## config.mk

```make
export PLATFORM = sky130hd
export DESIGN_NAME = hsl_to_rgb_converter_unit
export DESIGN_NICKNAME = d
export VERILOG_FILES = /design/src/rtl/hsl2rgb_pkg.sv /design/src/rtl/hsl_to_rgb_converter_unit.sv
export SDC_FILE = /design/constraint.sdc
export NUM_CORES = 2
export LEC_CHECK = 0
export BUFFER_PORTS_ARGS = -buffer_cell sky130_fd_sc_hd__buf_2
export CELL_PAD_IN_SITES_DETAIL_PLACEMENT = 0
export CELL_PAD_IN_SITES_GLOBAL_PLACEMENT = 1
export CORE_UTILIZATION = 40
export DETAILED_ROUTE_END_ITERATION = 10
export GPL_ROUTABILITY_DRIVEN = 0
export HOLD_SLACK_MARGIN = 0.02
export PLACE_DENSITY_LB_ADDON = 0.1
export SLEW_MARGIN = 20
export SYNTH_ARGS = -nofsm -noshare
export SYNTH_HDL_FRONTEND = slang
export SYNTH_SLANG_ARGS = --single-unit
export TNS_END_PERCENT = 20
```

## constraint.sdc

```tcl
create_clock -name clk -period 14.6 [get_ports clk]
set_input_delay 0.73 -clock clk [delete_from_list [all_inputs] [get_ports clk]]
set_output_delay 0.73 -clock clk [all_outputs]
set_load 0.01 [all_outputs]
```

## src/rtl/hsl2rgb_pkg.sv

```systemverilog
package hsl2rgb_pkg;

  // Fixed-point format of the fractions and width of one color channel.
  localparam int FRAC_BITS    = 12;
  localparam int CHANNEL_BITS = 8;

  // Input fractions carry one integer bit so that 1.0 and hue up to 1.5 fit.
  localparam int IN_W   = FRAC_BITS + 1;
  // Ramp slope factor 6*t reaches just above 1.0 with the rounded breakpoints.
  localparam int F_W    = IN_W + 1;
  // Channel numerator, a fraction with 2*FRAC_BITS fraction bits.
  localparam int NUM_W  = 2 * FRAC_BITS + 2;
  localparam int PROD_W = NUM_W + CHANNEL_BITS;
  localparam int SCL_W  = PROD_W - 2 * FRAC_BITS;

  localparam logic [IN_W-1:0] ONE        = IN_W'(1 << FRAC_BITS);
  localparam logic [IN_W-1:0] HALF       = IN_W'(1 << (FRAC_BITS - 1));
  localparam logic [IN_W-1:0] THIRD      = IN_W'(((333 << FRAC_BITS) + 500) / 1000);
  localparam logic [IN_W-1:0] SIXTH      = IN_W'(((167 << FRAC_BITS) + 500) / 1000);
  localparam logic [IN_W-1:0] TWO_THIRDS = IN_W'(((667 << FRAC_BITS) + 500) / 1000);
  localparam logic [IN_W-1:0] HUE_MAX    = IN_W'((3 * (1 << FRAC_BITS)) / 2 - 1);

  localparam logic [CHANNEL_BITS-1:0] CMAX = CHANNEL_BITS'((1 << CHANNEL_BITS) - 1);

  typedef struct packed {
    logic [IN_W-1:0] hue;
    logic [IN_W-1:0] saturation;
    logic [IN_W-1:0] lightness;
  } hsl_in_t;

  typedef struct packed {
    logic [CHANNEL_BITS-1:0] red;
    logic [CHANNEL_BITS-1:0] green;
    logic [CHANNEL_BITS-1:0] blue;
  } rgb_out_t;

endpackage

```

## src/rtl/hsl_to_rgb_converter_unit.sv

```systemverilog
// HSL to RGB color converter.
//
// Input channel (in_valid / in_stall / in_data): one color per item, hue in
// turns and saturation and lightness from 0 to 1.0, all unsigned with 12
// fraction bits. Out-of-range hue, saturation or lightness saturate.
// Result channel (out_valid / out_stall / out_data): 8-bit red, green and
// blue for every input item, in input order.
//
// The datapath is a five-stage pipeline: clamp and lightness*saturation
// product, q/p and hue wrap, breakpoint selection, ramp multiply-add, and
// the scale by 255 into the output register. Throughput is one item per
// cycle while the result side does not stall.
//
// Each stage holds a valid bit and moves forward when the stage after it is
// empty or moving, so a stall on the result side holds the output item and
// lets bubbles in front of it close before in_stall is raised. No item is
// dropped or repeated while stalled.
// Reset (synchronous, active low) empties every stage; payload registers
// are not reset.
module hsl_to_rgb_converter_unit (
  input  logic                  clk,
  input  logic                  rst_n,
  input  logic                  in_valid,
  output logic                  in_stall,
  input  hsl2rgb_pkg::hsl_in_t  in_data,
  output logic                  out_valid,
  input  logic                  out_stall,
  output hsl2rgb_pkg::rgb_out_t out_data
);
  import hsl2rgb_pkg::*;

  // Stage valid bits and per-stage advance enables.
  logic v1_r, v2_r, v3_r, v4_r, out_valid_r;
  logic rdy1, rdy2, rdy3, rdy4, rdy5;

  // Stage 1: clamped inputs and lightness*saturation.
  logic [IN_W-1:0]   h1_r, s1_r, l1_r;
  logic [IN_W-1:0]   h1_nxt, s1_nxt, l1_nxt;
  logic [2*IN_W-1:0] ls1_r, ls1_nxt;

  // Stage 2: q, p and the wrapped hue of each channel (red, green, blue).
  logic [IN_W-1:0] q2_r, p2_r, q2_nxt, p2_nxt;
  logic [IN_W-1:0] t2_r [3];
  logic [IN_W-1:0] t2_nxt [3];

  // Stage 3: base level, ramp factor and q-p.
  logic [IN_W-1:0] d3_r, d3_nxt;
  logic [IN_W-1:0] base3_r [3];
  logic [IN_W-1:0] base3_nxt [3];
  logic [F_W-1:0]  f3_r [3];
  logic [F_W-1:0]  f3_nxt [3];

  // Stage 4: channel numerators.
  logic [NUM_W-1:0] num4_r [3];
  logic [NUM_W-1:0] num4_nxt [3];

  // Stage 5: output register.
  logic [CHANNEL_BITS-1:0] ch5_r [3];
  logic [CHANNEL_BITS-1:0] ch5_nxt [3];

  // A stage advances when the one after it is empty or advancing itself.
  assign rdy5     = !out_valid_r || !out_stall;
  assign rdy4     = !v4_r || rdy5;
  assign rdy3     = !v3_r || rdy4;
  assign rdy2     = !v2_r || rdy3;
  assign rdy1     = !v1_r || rdy2;
  assign in_stall = !rdy1;

  assign out_valid      = out_valid_r;
  assign out_data.red   = ch5_r[0];
  assign out_data.green = ch5_r[1];
  assign out_data.blue  = ch5_r[2];

  always_ff @(posedge clk) begin
    if (!rst_n) begin
      v1_r        <= 1'b0;
      v2_r        <= 1'b0;
      v3_r        <= 1'b0;
      v4_r        <= 1'b0;
      out_valid_r <= 1'b0;
    end else begin
      if (rdy1) v1_r        <= in_valid;
      if (rdy2) v2_r        <= v1_r;
      if (rdy3) v3_r        <= v2_r;
      if (rdy4) v4_r        <= v3_r;
      if (rdy5) out_valid_r <= v4_r;
    end
  end

  // Stage 1: saturate the inputs, then one 13x13 product.
  always_comb begin
    h1_nxt  = (in_data.hue > HUE_MAX) ? HUE_MAX : in_data.hue;
    s1_nxt  = (in_data.saturation > ONE) ? ONE : in_data.saturation;
    l1_nxt  = (in_data.lightness > ONE) ? ONE : in_data.lightness;
    ls1_nxt = s1_nxt * l1_nxt;
  end

  always_ff @(posedge clk) begin
    if (rdy1 && in_valid) begin
      h1_r  <= h1_nxt;
      s1_r  <= s1_nxt;
      l1_r  <= l1_nxt;
      ls1_r <= ls1_nxt;
    end
  end

  // Stage 2: q = l*(1+s) below half lightness, else l+s-l*s; p = 2l-q.
  // Zero saturation needs no special path: q and p both come out as l.
  logic [IN_W-1:0] lsf;
  logic [IN_W:0]   q_w;
  logic [IN_W+1:0] p_w;
  logic [IN_W:0]   red_w, blue_w;

  always_comb begin
    lsf = ls1_r[FRAC_BITS +: IN_W];
    if (l1_r < HALF) begin
      q_w = {1'b0, l1_r} + {1'b0, lsf};
    end else begin
      q_w = {1'b0, l1_r} + {1'b0, s1_r} - {1'b0, lsf};
    end
    q2_nxt = q_w[IN_W-1:0];
    p_w    = {1'b0, l1_r, 1'b0} - {2'b00, q2_nxt};
    p2_nxt = p_w[IN_W+1] ? '0 : p_w[IN_W-1:0];

    // Each shifted hue wraps once into 0..1.
    red_w = {1'b0, h1_r} + {1'b0, THIRD};
    if (red_w > {1'b0, ONE}) begin
      red_w = red_w - {1'b0, ONE};
    end
    t2_nxt[0] = red_w[IN_W-1:0];

    t2_nxt[1] = (h1_r > ONE) ? (h1_r - ONE) : h1_r;

    blue_w = {1'b0, h1_r} - {1'b0, THIRD};
    if (blue_w[IN_W]) begin
      blue_w = blue_w + {1'b0, ONE};
    end else if (blue_w > {1'b0, ONE}) begin
      blue_w = blue_w - {1'b0, ONE};
    end
    t2_nxt[2] = blue_w[IN_W-1:0];
  end

  always_ff @(posedge clk) begin
    if (rdy2 && v1_r) begin
      q2_r <= q2_nxt;
      p2_r <= p2_nxt;
      for (int i = 0; i < 3; i++) begin
        t2_r[i] <= t2_nxt[i];
      end
    end
  end

  // Stage 3: pick the piece of the hue curve. Flat pieces get a zero ramp
  // factor so that every channel reduces to base + (q-p)*factor.
  logic [IN_W-1:0] span;

  always_comb begin
    d3_nxt = q2_r - p2_r;
    span   = '0;
    for (int i = 0; i < 3; i++) begin
      if (t2_r[i] < SIXTH) begin
        base3_nxt[i] = p2_r;
        f3_nxt[i]    = ({1'b0, t2_r[i]} << 2) + ({1'b0, t2_r[i]} << 1);
      end else if (t2_r[i] < HALF) begin
        base3_nxt[i] = q2_r;
        f3_nxt[i]    = '0;
      end else if (t2_r[i] < TWO_THIRDS) begin
        span         = TWO_THIRDS - t2_r[i];
        base3_nxt[i] = p2_r;
        f3_nxt[i]    = ({1'b0, span} << 2) + ({1'b0, span} << 1);
      end else begin
        base3_nxt[i] = p2_r;
        f3_nxt[i]    = '0;
      end
    end
  end

  always_ff @(posedge clk) begin
    if (rdy3 && v2_r) begin
      d3_r <= d3_nxt;
      for (int i = 0; i < 3; i++) begin
        base3_r[i] <= base3_nxt[i];
        f3_r[i]    <= f3_nxt[i];
      end
    end
  end

  // Stage 4: numerator = base*ONE + (q-p)*factor, one multiplier per channel.
  always_comb begin
    for (int i = 0; i < 3; i++) begin
      num4_nxt[i] = NUM_W'({base3_r[i], {FRAC_BITS{1'b0}}})
                  + NUM_W'(d3_r) * NUM_W'(f3_r[i]);
    end
  end

  always_ff @(posedge clk) begin
    if (rdy4 && v3_r) begin
      for (int i = 0; i < 3; i++) begin
        num4_r[i] <= num4_nxt[i];
      end
    end
  end

  // Stage 5: times 255 as shift and subtract, truncate, and saturate the
  // slight overshoot that the rounded breakpoints allow.
  logic [PROD_W-1:0] prod;
  logic [SCL_W-1:0]  scl;

  always_comb begin
    prod = '0;
    scl  = '0;
    for (int i = 0; i < 3; i++) begin
      prod = {num4_r[i], {CHANNEL_BITS{1'b0}}} - PROD_W'(num4_r[i]);
      scl  = prod[PROD_W-1 -: SCL_W];
      ch5_nxt[i] = (scl > SCL_W'(CMAX)) ? CMAX : scl[CHANNEL_BITS-1:0];
    end
  end

  always_ff @(posedge clk) begin
    if (rdy5 && v4_r) begin
      for (int i = 0; i < 3; i++) begin
        ch5_r[i] <= ch5_nxt[i];
      end
    end
  end

endmodule

```

* Yosys cells after proc, flatten, opt, wreduce, memory -nomap -nowiden *
Memories as Yosys holds them, arrays and structs flattened.
Cells that the tools add are included.

operators by class
  magnitude comparators = 19
  muxes and demuxes = 33
  add/sub/neg operators = 26
  $mul = 4
  reductions and logical operators = 17

operators by type and width
  operator                                              number
  two-way mux 13 bit                                    13
  two-way mux 14 bit                                    9
  subtractor 34 x 26 -> 34 bit                          3
  < comparator 13 x 12 -> 1 bit, second input constant  7
  adder 14 bit                                          6
  adder 25 x 26 -> 26 bit                               3
  multiplier 13 x 14 -> 26 bit                          3
  > comparator 13 bit, second input constant            4
  < comparator 13 x 10 -> 1 bit, second input constant  3
  subtractor 12 x 13 -> 13 bit, first input constant    3
  subtractor 13 bit, second input constant              3
  > comparator 10 x 8 -> 1 bit, second input constant   3
  > comparator 14 x 13 -> 1 bit, second input constant  2
  adder 13 bit                                          2
  subtractor 13 bit                                     2
  multiplier 13 x 13 -> 25 bit                          1
  two-way mux 8 bit                                     3
  subtractor 14 x 13 -> 15 bit                          1
  adder 13 x 11 -> 14 bit, second input constant        1
  subtractor 13 x 11 -> 14 bit, second input constant   1
  adder 13 bit, second input constant                   1
  two-way mux 1 bit                                     8
  zero test 1 bit                                       7
  logical AND 1 bit                                     5
  logical OR 1 bit                                      5

word-level totals
  memories kept = 5
  RAM bits = 222
  flip-flop bits (word level) = 108

memory list
  name     words  width  read ports  clocked after Yosys merged registers in  write ports  line                             source
  num4_r   3      26     3           0                                        3            hsl_to_rgb_converter_unit.sv:54  logic [NUM_W-1:0] num4_r [3];
  f3_r     3      14     3           0                                        3            hsl_to_rgb_converter_unit.sv:50  logic [F_W-1:0] f3_r [3];
  base3_r  3      13     3           0                                        3            hsl_to_rgb_converter_unit.sv:48  logic [IN_W-1:0] base3_r [3];
  t2_r     3      13     3           0                                        3            hsl_to_rgb_converter_unit.sv:43  logic [IN_W-1:0] t2_r [3];
  ch5_r    3      8      3           0                                        3            hsl_to_rgb_converter_unit.sv:58  logic [CHANNEL_BITS-1:0] ch5_r [3];

* Depth between registers and ports, before layout *
  depth after elaboration = 8
  mapped depth = 25
  depth with buffers taken out = 23

* Worst setup path after synthesis *
No wires, ideal clock.

  path kind = input port to flip-flop
  start point = input port in_data[12] in the netlist's numbering
  end point = register ls1_r[21] (data pin)
  data arrival time = 5849 ps
  setup time = 261 ps
  data required time = 14339 ps
  buffers on the path = 2
  path slack = 8489 ps
  cell stages on the path = 21
  cell sequence = clkbuf_1 nand2b_1 clkbuf_1 nor2_1 fa_1 inv_1 fa_1 inv_1 fa_1 fa_1 inv_1 fa_1 inv_1 ha_1 a2111oi_0 o21ai_0 a211oi_2 o31ai_4 a31o_2 a211oi_1 nor2_1

between the ends
  word-level cells in the longest chain between the ends = 3

RTL lines
  what                            line                              source
  start, declared                 hsl_to_rgb_converter_unit.sv:25   input hsl2rgb_pkg::hsl_in_t in_data,
  > comparator 13 bit             hsl_to_rgb_converter_unit.sv:94   l1_nxt = (in_data.lightness > ONE) ? ONE : in_data.lightness;
  two-way mux 13 bit *            hsl_to_rgb_converter_unit.sv:94
  multiplier 13 x 13 -> 25 bit *  hsl_to_rgb_converter_unit.sv:95   ls1_nxt = s1_nxt * l1_nxt;
  net ls1_nxt[21]                 hsl_to_rgb_converter_unit.sv:39   logic [2*IN_W-1:0] ls1_r, ls1_nxt;
  end signal, assigned            hsl_to_rgb_converter_unit.sv:103  ls1_r <= ls1_nxt;
  end, declared                   hsl_to_rgb_converter_unit.sv:39

Mark *: on every way through the listed nets, which the timed path passes. The rest lies on a longest branch.
A chain may end at the register's enable or synchronous reset.

==> run_results.csv <==
group,metric,value,unit
floorplan,fp.dieH,326.3,um
place,dp_hpwl,82510,um
critical_path,path_class,"reg -> reg",
drt,antenna_left,0,
clock_network,cts_max_path_buffers,3,
critical_path,crit_chain,"buf_4 > nand2_1 > fa_1 > fa_1 > inv_1 > fa_1 > inv_1 > fa_1 > inv_1 > fa_1 > fa_1 > ha_1 > a21oi_1 > o21bai_1 > a2111o_1 > a31oi_1 > nor2_1 > a211oi_1 > o21bai_1 > xnor2_1",
yosys,syn_nets,5480,
clock_network,clk_pin_slew,60,ps
yosys,synth_common_cells,"inv_1, fa_1, ha_1",
sta,max_freq,151.4,MHz
sta,hold_violations,0,
global_routing,antenna_found_initial,9,
drt,wirelength,102400,um
critical_path,cp_max_fo,26,
drt,wl_per_cell,17.59,um
place,placed_area,43870,um2
global_routing,overflow,0,
global_routing,grt_pass1_wl,167400,um
place,dp.cells,5748,
floorplan,rows,118,
sta,setup_violations,0,
critical_path,critPathArrivalTime,6980,ps
clock_network,postCtsResizedCells,0,
final_layout,final-instance-count-excl-fill,5824,
yosys,syn_inst,4402,
hold_path,hold_path_class,"in -> reg",
clock_network,cts_sinks,307,
yosys,synth.ff_latch_count,307,
floorplan,initial_core_util,40.48,%
yosys,yosysTopAreaCell,"fa_1",
clock_network,postCtsHoldBufs,0,
sta,tightestPinTransition,1014,ps
yosys,syn_area_per_cell,9.558,um2
yosys,syn-cell-area,42070,um2
sta,period_share,45.25,%
final_layout,stdcell_area,45140,um2
yosys,synth_cell_types,86,
final_layout,area_growth,7.280,%
global_routing,grt_pass1_vias,30280,
yosys,post-synth-top-count-cell,"inv_1",
yosys,seq_area_frac_synth,21.79,%
yosys,synthArstFlopShare,0,%
run,drv_cap,0,
floorplan,dieArea,106500,um2
critical_path,cp_num_buf_inv,4,
yosys,synth_top_flop_cell,"edfxtp_1",
sta,timing.slew.headroom,32.26,%
global_routing,track_usage,19.88,%
status,outcome,"completed",
critical_path,end_kind,"register",
sta,grt_setup_unrepaired,"false",
yosys,synth-edff-count,302,
clock_network,cts_root_buf,"clkbuf_16",
critical_path,worst_setup_path_start_kind,"register",
yosys,synth.area.top_cells,"fa_1, edfxtp_1, ha_1",
final_layout,fillers,10330,
final_layout,nets,5489,
critical_path,slowest_delay,670,ps
drt,drt_iter0_markers,1385,
drt,dr.pass1.iters,5,
yosys,netlist.area_leader.share,25.55,%
critical_path,critPathRequiredTime,14980,ps
drt,drc,0,
clock_network,cts_tree,"yes",
place,io_buffers,68,
floorplan,coreArea,103900,um2
sta,tns,0,ps
clock_network,htreeDepth,2,
sta,period_minus_slack,6607,ps
final_layout,drive_gt1_share,5.717,%
clock_network,clkLatencyLatePin,630,ps
yosys,synth_warnings,0,
sta,fin_worst_skew,33.42,ps
floorplan,num_io_pins,69,
clock_network,cts_inserted_buffers,41,
global_routing,grt_max_degree,69,
clock_network,postCtsSetupBuffers,0,
critical_path,cp_top_family,"adder cells",
drt,vias,28830,
drt,routed_via_density,4.950,
critical_path,cp_slowest_cell,"edfxtp_1",
floorplan,die_x,326.3,um
sta,drv_slew,0,
critical_path,cpMostUsedCell,"fa_1",
## worst reg2reg max path, stage by stage, from the launching register on
cell and delay, ps:
edfxtp_1 670, buf_4 430, nand2_1 160, fa_1 520
fa_1 510, inv_1 50, fa_1 520, inv_1 50
fa_1 480, inv_1 50, fa_1 490, fa_1 410
ha_1 350, a21oi_1 220, o21bai_1 140, a2111o_1 430
a31oi_1 250, nor2_1 120, a211oi_1 250, o21bai_1 110
xnor2_1 130
## registers in the layout (all words and copies together) (netlist names)
| signal | flops |
|---|---|
| d3_r | 13 |
| s1_r | 13 |
| h1_r | 13 |
| ls1_r | 13 |
| v1_r | 1 |
| v2_r | 1 |
| out_valid | 1 |
| v3_r | 1 |
| ch5_r | 24 |
| f3_r | 39 |
| q2_r | 13 |
| v4_r | 1 |
| num4_r | 75 |
| base3_r | 39 |
| t2_r | 34 |
| p2_r | 13 |
| l1_r | 13 |
## per-layer routing
metal	vias up	wire, um	track usage (%)
met3	99	3523	2.544
li1	14100	-	-
met2	388	47850	32.81
met1	14240	49160	27.98
met4	4	1881	4.002
met5	-	34	0
## final timing paths
path          startpoint            end  slack (ps)  depth (start not counted)
max              d3_r[4]  num4_r[0][77]        7990                         20
min          in_data[38]       h1_r[12]         340                          1
max reg2reg      d3_r[4]  num4_r[0][77]        7990                         20
min reg2reg      h1_r[1]    t2_r[0][27]         480                          0
## area by class of cell
cell class	instances	area, um2	area share [%]
Multi-Input combinational cell	3049	28980	64.21
Clock buffer	54	1105	2.448
Clock inverter	21	155.1	0.3437
Inverter	917	3455	7.654
Timing Repair Buffer	95	543.0	1.203
Sequential cell	307	9169	20.31
Antenna cell	1	2.502	0.005544
Tap cell	1380	1727	3.825
## layout by cell type, fill, tap and decap left out, types with 18 or more instances in the layout
master / instances
nor3_1: 58
nand4_1: 19
nand3_1: 39
nor2b_1: 38
a21o_1: 57
nand2_1: 495
nand2b_1: 36
xnor2_1: 174
edfxtp_1: 302
buf_4: 27
o21ai_0: 78
and2_1: 233
o22ai_1: 27
a31oi_1: 21
clkbuf_16: 41
ha_1: 498
inv_1: 900
xor2_1: 65
o21bai_1: 23
clkinv_1: 18
buf_2: 68
fa_1: 537
a21oi_1: 143
mux2_2: 38
nor2_1: 188
o21a_1: 38
## kinds of logic after synthesis
group	count (synthesis)	share of synthesized area (%)
AND/OR/NAND/NOR	1187	13.50
adder cells (fa/ha/maj)	1035	40.36
flip-flops	307	21.79
multiplexers	40	1.065
AO/OA/AOI/OAI	548	8.874
buffers and inverters	1046	9.433
XOR/XNOR	239	4.975
## metrics by stage
| stage | hold slack (ps) | utilization, % | worst slack (ps) |
|---|---|---|---|
| 4_1_cts | 297.7 | 43.42 | 8020 |
| 6_report | 336.2 | 43.43 | 7993 |
| 3_3_place_gp | 480.3 | 42.21 | 7860 |
| 3_5_place_dp | 471.2 | 42.21 | 7753 |
| 5_1_grt | 318.8 | 43.42 | 7623 |
| 2_1_floorplan | 424.4 | - | 8489 |
Power is left out: the tool's default activity adds up to more than one toggle a clock period on the data nets, which glitch-free logic cannot reach.
